## src/pqs_pkg.sv

```systemverilog
package pqs_pkg;

  localparam int unsigned MAX_ENTRIES_DEF = 64;

  localparam int unsigned OP_W   = 2;
  localparam int unsigned ID_W   = 16;
  localparam int unsigned PER_W  = 16;
  localparam int unsigned DUE_W  = 48;
  localparam int unsigned STAT_W = 2;

  localparam logic [OP_W-1:0] OP_CLEAR    = 2'd0;
  localparam logic [OP_W-1:0] OP_ADD      = 2'd1;
  localparam logic [OP_W-1:0] OP_DISPATCH = 2'd2;

  localparam logic [STAT_W-1:0] STAT_OK    = 2'd0;
  localparam logic [STAT_W-1:0] STAT_EMPTY = 2'd1;
  localparam logic [STAT_W-1:0] STAT_FULL  = 2'd2;

  localparam logic [DUE_W-1:0] DUE_MAX = '1;

  typedef enum logic [2:0] {
    ST_IDLE,
    ST_DECODE,
    ST_SCAN,
    ST_LAST,
    ST_UPDATE,
    ST_POST
  } state_e;

  typedef struct packed {
    logic load;
    logic clear;
    logic add;
    logic full_res;
    logic empty_res;
    logic scan_init;
    logic scan_issue;
    logic update;
    logic post;
  } cmd_t;

  typedef struct packed {
    logic [OP_W-1:0] op;
    logic            full;
    logic            empty;
    logic            scan_last;
    logic            out_free;
  } stat_t;

  typedef struct packed {
    logic [DUE_W-1:0] due;
    logic [ID_W-1:0]  id;
    logic [PER_W-1:0] per;
  } entry_t;

endpackage

```

## src/pqs_controller.sv

```systemverilog
module pqs_controller (
  input  logic           clk_i,
  input  logic           rst_ni,
  input  logic           in_valid_i,
  output logic           in_ready_o,
  input  pqs_pkg::stat_t stat_i,
  output pqs_pkg::cmd_t  cmd_o
);

  pqs_pkg::state_e state_q, state_d;

  always_ff @(posedge clk_i or negedge rst_ni) begin
    if (!rst_ni) begin
      state_q <= pqs_pkg::ST_IDLE;
    end else begin
      state_q <= state_d;
    end
  end

  always_comb begin
    state_d = state_q;
    unique case (state_q)
      pqs_pkg::ST_IDLE: begin
        if (in_valid_i) state_d = pqs_pkg::ST_DECODE;
      end
      pqs_pkg::ST_DECODE: begin
        unique case (stat_i.op)
          pqs_pkg::OP_ADD:      state_d = pqs_pkg::ST_POST;
          pqs_pkg::OP_DISPATCH: state_d = stat_i.empty ? pqs_pkg::ST_POST
                                                       : pqs_pkg::ST_SCAN;
          default:              state_d = pqs_pkg::ST_IDLE;
        endcase
      end
      pqs_pkg::ST_SCAN: begin
        if (stat_i.scan_last) state_d = pqs_pkg::ST_LAST;
      end
      pqs_pkg::ST_LAST:   state_d = pqs_pkg::ST_UPDATE;
      pqs_pkg::ST_UPDATE: state_d = pqs_pkg::ST_POST;
      pqs_pkg::ST_POST: begin
        if (stat_i.out_free) state_d = pqs_pkg::ST_IDLE;
      end
      default: state_d = pqs_pkg::ST_IDLE;
    endcase
  end

  always_comb begin
    cmd_o      = '0;
    in_ready_o = 1'b0;
    unique case (state_q)
      pqs_pkg::ST_IDLE: begin
        in_ready_o = 1'b1;
        cmd_o.load = in_valid_i;
      end
      pqs_pkg::ST_DECODE: begin
        unique case (stat_i.op)
          pqs_pkg::OP_CLEAR: cmd_o.clear = 1'b1;
          pqs_pkg::OP_ADD: begin
            cmd_o.full_res = stat_i.full;
            cmd_o.add      = !stat_i.full;
          end
          pqs_pkg::OP_DISPATCH: begin
            cmd_o.empty_res = stat_i.empty;
            cmd_o.scan_init = !stat_i.empty;
          end
          default: ;
        endcase
      end
      pqs_pkg::ST_SCAN:   cmd_o.scan_issue = 1'b1;
      pqs_pkg::ST_LAST:   ;
      pqs_pkg::ST_UPDATE: cmd_o.update = 1'b1;
      pqs_pkg::ST_POST:   cmd_o.post = stat_i.out_free;
      default: ;
    endcase
  end

endmodule

```

## config.mk

```make
export PLATFORM = sky130hd
export DESIGN_NAME = pqs_controller
export DESIGN_NICKNAME = d
export VERILOG_FILES = /design/src/pqs_pkg.sv /design/src/pqs_controller.sv
export SDC_FILE = /design/constraint.sdc
export NUM_CORES = 1
export LEC_CHECK = 0
export ABC_AREA = 1
export BUFFER_PORTS_ARGS = -buffer_cell sky130_fd_sc_hd__buf_2
export CORE_AREA = 2 2 39 41
export CTS_CLUSTER_DIAMETER = 100
export DETAILED_ROUTE_END_ITERATION = 12
export DIE_AREA = 0 0 41 43
export PLACE_DENSITY = 0.49
export SYNTH_ARGS = -nofsm -noshare
export SYNTH_HDL_FRONTEND = slang
export SYNTH_SLANG_ARGS = --single-unit
export TNS_END_PERCENT = 10
```

## constraint.sdc

```tcl
create_clock -name clk_i -period 1.2 [get_ports clk_i]
set_input_delay 0.18 -clock clk_i [delete_from_list [all_inputs] [get_ports clk_i]]
set_output_delay 0.18 -clock clk_i [all_outputs]
set_load 0.02 [all_outputs]
```

==> flow_metrics.tcl, run 1 <==
set metrics [dict create \
    status "finished, violations left" \
    violations "negative setup slack" \
    fin_worst_skew_ns 0.002616 \
    syn_inst 53 \
    multiInputGateArea_um2 227.7 \
    hpwl_um 581 \
    grt_pass1_vias 364 \
    fill_cells 142 \
    first_iter_violations 10 \
    ant_nets 0 \
    top_register "state_q" \
    vias 412 \
    grt_max_degree 8 \
    grt_pass1_wl_um 1248 \
    io_buffers 18 \
    maxSlewViolCount 0 \
    finalSetupViolCount 11 \
    die_y_um 43 \
    drive_gt1_frac 0.5060 \
    ir_drop_v 0.0009456 \
    period_needed_ns 1.337 \
    area_growth_pct 83.53 \
    ios 19 \
    worst_slack_ns -0.1369 \
    cp_num_buf_inv 2 \
    ys_ff_latch 3 \
    period_share 1.114 \
    seq_area_um2 77.57 \
    worst-setup-path-type "reg2out" \
    stdcell_count 99 \
    clock_path_buffers 2 \
    worstPathRequired_ns 1.02 \
    drt-total-wl_um 877 \
    synth_area_per_cell_um2 6.020 \
    cts-htree-levels 1 \
    max_freq_mhz 748.0 \
    rsz0062_at_grt "true" \
    cts.sinks 3 \
    clk_pin_slew_ns 0.04 \
    worst_slew_pin_slew_ns 0.1966 \
    gp_congestion 0.7908 \
    grt_overflow 0 \
    vias_per_cell 4.162 \
    dieArea_um2 1763 \
    fp.dieW_um 41 \
    initial_utilization 0.2306 \
    core_region_area_um2 1384 \
    power.density_nw_per_um2 1958 \
    critPathTopFamily "flip-flops" \
    end_kind "output port" \
    ys_seq_area_frac 0.2353 \
    largest_reg_flops 3 \
    post-place-ws_ns 0.05323 \
    syn-num-nets 65 \
    insertion_delay_ns 0.23 \
    wl_per_cell_um 8.859 \
    critPathSlowestCell "dfrtp_2" \
    rows 14 \
    worstPathArrival_ns 1.16 \
    critical-path-max-stage-delay_ns 0.47 \
    holdCritPathClass "in2reg" \
    hold_viol_final 0 \
    crit_chain "inv_4 > nand3_4 > nor3_2 > buf_4" \
    cap_viol_max_count 0 \
    cts_root_buffer "clkbuf_4" \
    antenna_cells 0 \
    grt_antenna_before_repair 0 \
    crit_path_start_kind "flop" \
    dp.cells 87 \
    syn_area_um2 319.1 \
    cts_tree "built" \
    largestRegisters "state_q: 3 flops" \
    ys_warn_count 0 \
    max_slew_margin 0.8689 \
    ys_types 12 \
    firstDrtPassIters 4 \
    cts_buffers 3 \
    drc 0 \
    nets 96 \
    critPathMaxFanout 7 \
    grt_usage 0.1097 \
    p_leak_nw 0.3394 \
]
-- what timing repair did --
action | CTS | global route
hold endpoints to repair | 3 | 0
setup buffers | 7 | 0
pin swaps | 1 | 1
hold buffers | 1 | 0
setup endpoints to repair | 10 | 11
gates resized for setup | 11 | 10
-- stage by stage --
step           cell area, um2  power, mW  setup TNS (ns)  utilization  hold slack [ns]
3_3_place_gp            434.2     0.6464               0       0.3137         -0.02248
3_5_place_dp            434.2     0.6390               0       0.3137         -0.02345
6_report                585.6      1.147          -1.287       0.4231           0.2252
5_1_grt                 585.6      1.253          -2.203       0.4231           0.2590
2_1_floorplan           324.1     0.5136        -0.05185            -          -0.1156
4_1_cts                 551.8      1.062          -1.310       0.3987           0.2249
-- tightest hold or removal path, delay by kind of cell --
| kind | cells | cell delay (ns) |
|---|---|---|
| buffers and inverters | 2 | 0.15 |
| and+or+nand+nor | 2 | 0.09 |
-- report_power, final --
group,internal (mW),switching [mW]
combinational,0.378,0.384
clock,0.125,0.0531
sequential,0.142,0.0650
-- final timing paths --
check | start | end | slack [ns] | depth (start not counted)
setup / recovery | state_q[2] | cmd_o[6] | -0.14 | 4
min in group asynchronous | rst_ni | state_q[0] | 0.27 | 2
hold reg to reg | state_q[0] | state_q[1] | 0.65 | 3
hold / removal | stat_i[0] | state_q[0] | 0.23 | 4
max in group asynchronous | rst_ni | state_q[2] | 0.82 | 2
setup reg to reg | state_q[0] | state_q[0] | -0.09 | 10
-- layout make-up --
| cell class | instances | area share |
|---|---|---|
| tap | 16 | 0.03419 |
| multi-input combinational | 37 | 0.3889 |
| sequential | 3 | 0.1325 |
| inverter | 13 | 0.08761 |
| clock buffer | 4 | 0.04487 |
| timing repair buffer | 26 | 0.3120 |
-- cell families (layout without fill, tap and decap cells) --
group	count (synthesis)	in the layout	share of synthesized area
compound gates	2	2	0.03134
fa+ha+maj	3	3	0.1177
buf+inv	13	43	0.1530
flops	3	3	0.2353
simple gates	32	32	0.4627
-- routing by layer --
layer  track usage  vias up  part of all wire
met5             0        -                 0
met3       0.03141        2             0.057
met2        0.1750       14              0.51
li1              -      218                 -
met4       0.09333        0             0.019
met1        0.1068      178              0.41
-- placed cells by master, fill, tap and decap left out --
master / n
clkbuf_4: 3
dlygate4sd3_1: 1
inv_1: 10
nor2_4: 2
inv_4: 1
nor2_1: 7
nand2_1: 12
nand3_4: 1
nand3_1: 4
clkbuf_1: 1
dfrtp_2: 2
nand3_2: 1
dfrtp_1: 1
inv_2: 2
buf_6: 2
nor3_2: 2
buf_4: 14
o21ai_1: 1
buf_2: 9
nor2_2: 3
a21oi_1: 1
ha_1: 3
-- synth_stat cells, drive strengths merged --
cell	number	area [um2]
inv	13	48.80
dfrtp	3	75.07
nor3	2	10.01
nand2	12	45.04
nor2	12	52.55
ha	3	37.54
a21oi	1	5.000
o21ai	1	5.000
nand3	6	40.04
Power figures use the tool's default switching activity.
==> inputs of run 2 (changes only) <==
--- a/config.mk
+++ b/config.mk
@@ -5,13 +5,12 @@
 export SDC_FILE = /design/constraint.sdc
 export NUM_CORES = 1
 export LEC_CHECK = 0
-export ABC_AREA = 1
 export BUFFER_PORTS_ARGS = -buffer_cell sky130_fd_sc_hd__buf_2
 export CORE_AREA = 2 2 39 41
 export CTS_CLUSTER_DIAMETER = 100
 export DETAILED_ROUTE_END_ITERATION = 12
 export DIE_AREA = 0 0 41 43
-export PLACE_DENSITY = 0.49
+export PLACE_DENSITY = 0.47
 export SYNTH_ARGS = -nofsm -noshare
 export SYNTH_HDL_FRONTEND = slang
 export SYNTH_SLANG_ARGS = --single-unit
==> run 2 against run 1 <==
Area after synthesis is 10% lower. Clock power hardly changed. Critical endpoint is now cmd_o[3]. Cell area is 6.4% lower. Via count is 17% lower. Highest routed layer is now met3. The flow still finishes with violations (negative setup slack). Combinational power is 11% lower. Routed wire length is 19% lower. Global-route usage hardly changed.
==> flow_metrics.tcl, run 2 <==
set metrics [dict create \
    design_area_um2 548.0 \
    r2r_start "state_q[0]" \
    firstDrtPassIters 4 \
    end_kind "output port" \
    final_common_cell "buf_4" \
    cts_root_buffer "clkbuf_4" \
    status "finished, violations left" \
    syn-num-nets 46 \
    drive_gt1_frac 0.5781 \
    max_slew_margin 0.8477 \
    cts_buffers 3 \
    largest_reg_flops 3 \
    synthArstFlopShare 1.000 \
    die_y_um 43 \
    vias_per_cell 4.250 \
    antenna_cells 0 \
    p_leak_nw 0.3066 \
    ys_types 18 \
    drt-total-wl_um 714 \
    period_share 1.190 \
    min_path_cells 3 \
    grt_usage 0.1098 \
    syn_inst 34 \
    crit_start "state_q[1]" \
    initial_utilization 0.2071 \
    max_freq_mhz 700.2 \
    dieArea_um2 1763 \
    yosys.cell_count.top_type "nor2_1" \
    area_growth_pct 91.27 \
    crit_chain "nor3b_4 > and3b_2 > buf_6" \
    nets 77 \
    holdCritPathClass "in2reg" \
    ys_seq_area_frac 0.2620 \
    period_needed_ns 1.428 \
    first_iter_violations 10 \
    ys_ff_latch 3 \
    worst_slew_pin_slew_ns 0.2265 \
    fp.dieW_um 41 \
    worstPathArrival_ns 1.25 \
    ant_nets 0 \
    cts_tree "built" \
    critPathSlowestCell "dfrtp_1" \
    fin_setup_tns_ns -1.849 \
    grt_max_degree 7 \
    violations "negative setup slack" \
    gp_congestion 0.6832 \
    ys_warn_count 0 \
    critical-path-max-stage-delay_ns 0.39 \
    grt_pass1_vias 317 \
    grt_antenna_before_repair 0 \
    stdcell_count 80 \
    wl_per_cell_um 8.925 \
    synth_ff_type "dfrtp_1" \
    final_cell_mix "15 x buf_4, 8 x buf_2, 4 x nor2_1" \
    rows 14 \
    clk_pin_slew_ns 0.04 \
    power.density_nw_per_um2 1867 \
    yosysTopAreaCell "dfrtp_1" \
    min-delay-start "stat_i[1]" \
    grt_pass1_wl_um 1255 \
    largestRegisters "state_q: 3 flops" \
    worstPathRequired_ns 1.02 \
    io_buffers 18 \
    synthDominantCellAreaShare 0.2620 \
    top_register "state_q" \
    insertion_delay_ns 0.23 \
    syn_area_um2 286.5 \
    cts-htree-levels 1 \
    cap_viol_max_count 0 \
    synth_area_per_cell_um2 8.427 \
    post-place-ws_ns -0.02626 \
    ys_top_cells_by_area "dfrtp_1 26%, ha_1 13%, nand2b_1 6.6%" \
    grt_overflow 0 \
    critPathMaxFanout 6 \
    dp.cells 73 \
    fin_worst_skew_ns 0.00001890 \
    hold_viol_final 0 \
    cts.sinks 3 \
    worst_slack_ns -0.2281 \
    finalSetupViolCount 11 \
    worst-setup-path-type "reg2out" \
    final_util 0.3960 \
    synth_edf_count 0 \
    r2r_cells 5 \
    maxSlewViolCount 0 \
    ios 19 \
    core_region_area_um2 1384 \
    clock_path_buffers 2 \
    drc 0 \
    vias 340 \
    place_area_um2 444.2 \
    rsz0062_at_grt "true" \
    crit_path_start_kind "flop" \
    ir_drop_v 0.001078 \
]
## run 2: cell types whose count changed after synthesis, sizes merged
cell / change
a21o: +2
and3b: +1
o21ai: -1
and2: +2
nor3b: +2
nand2: -9
a211o: +1
nand3: -4
inv: -10
and3: +2
nor3: -1
nor2: -8
o31ai: +1
nand2b: +3
## run 2: kinds of logic (layout without fill, tap and decap cells)
kind of cell | after synthesis | after routing | share of synthesized area
adder cells (fa/ha/maj) | 3 | 3 | 0.1310
buffers and inverters | 3 | 33 | 0.03930
AO/OA/AOI/OAI | 5 | 5 | 0.1310
flip-flops | 3 | 3 | 0.2620
AND/OR/NAND/NOR | 20 | 20 | 0.4367
## run 2: metrics by stage
step	hold slack [ns]	total power, mW
5_1_grt	0.1959	1.123
6_report	0.1848	1.023
3_3_place_gp	-0.02067	0.7089
4_1_cts	0.1793	1.008
3_5_place_dp	-0.02026	0.7095
2_1_floorplan	-0.1156	0.5162
## run 2: power breakdown
| group | internal, mW | switching [mW] | total (mW) |
|---|---|---|---|
| clock | 0.125 | 0.0541 | 0.179 |
| combinational | 0.338 | 0.337 | 0.675 |
| sequential | 0.139 | 0.0306 | 0.170 |
## run 2: worst paths after layout
kind | end | slack, ns
max reg2reg | state_q[1] | -0.06
min reg2reg | state_q[2] | 0.71
max | cmd_o[3] | -0.23
min | state_q[0] | 0.18
max in group asynchronous | state_q[1] | 0.82
min in group asynchronous | state_q[0] | 0.27
## run 2: critical path, delay by kind of cell (launching register included)
family                 cells  cell delay, ns
DFF                        1            0.39
and+or+nand+nor            2            0.50
buffers and inverters      1            0.12
## run 2: what timing repair did
| action | in CTS | in global routing |
|---|---|---|
| endpoints found under the setup margin | 10 | 11 |
| resized for setup | 13 | 2 |
| endpoints found under the hold margin | 3 | 0 |
| hold buffers | 1 | 0 |
| pin swaps | 4 | 1 |
| buffers inserted | 2 | 0 |
## run 2: layer usage
metal  wire [um]  track usage  vias to the layer above
li1            -            -                      175
met1         269       0.1396                      155
met2         407       0.1500                       10
met3          38      0.03141                        0
met4           0      0.08000                        0
met5           0            0                        -
## run 2: layout make-up
cell class                      count  area (um2)
Timing Repair Buffer               26       185.2
Sequential cell                     3       75.07
Inverter                            3       11.26
Fill cell                         153       835.8
Multi-Input combinational cell     28       230.2
Clock buffer                        4       26.28
Tap cell                           16       20.02
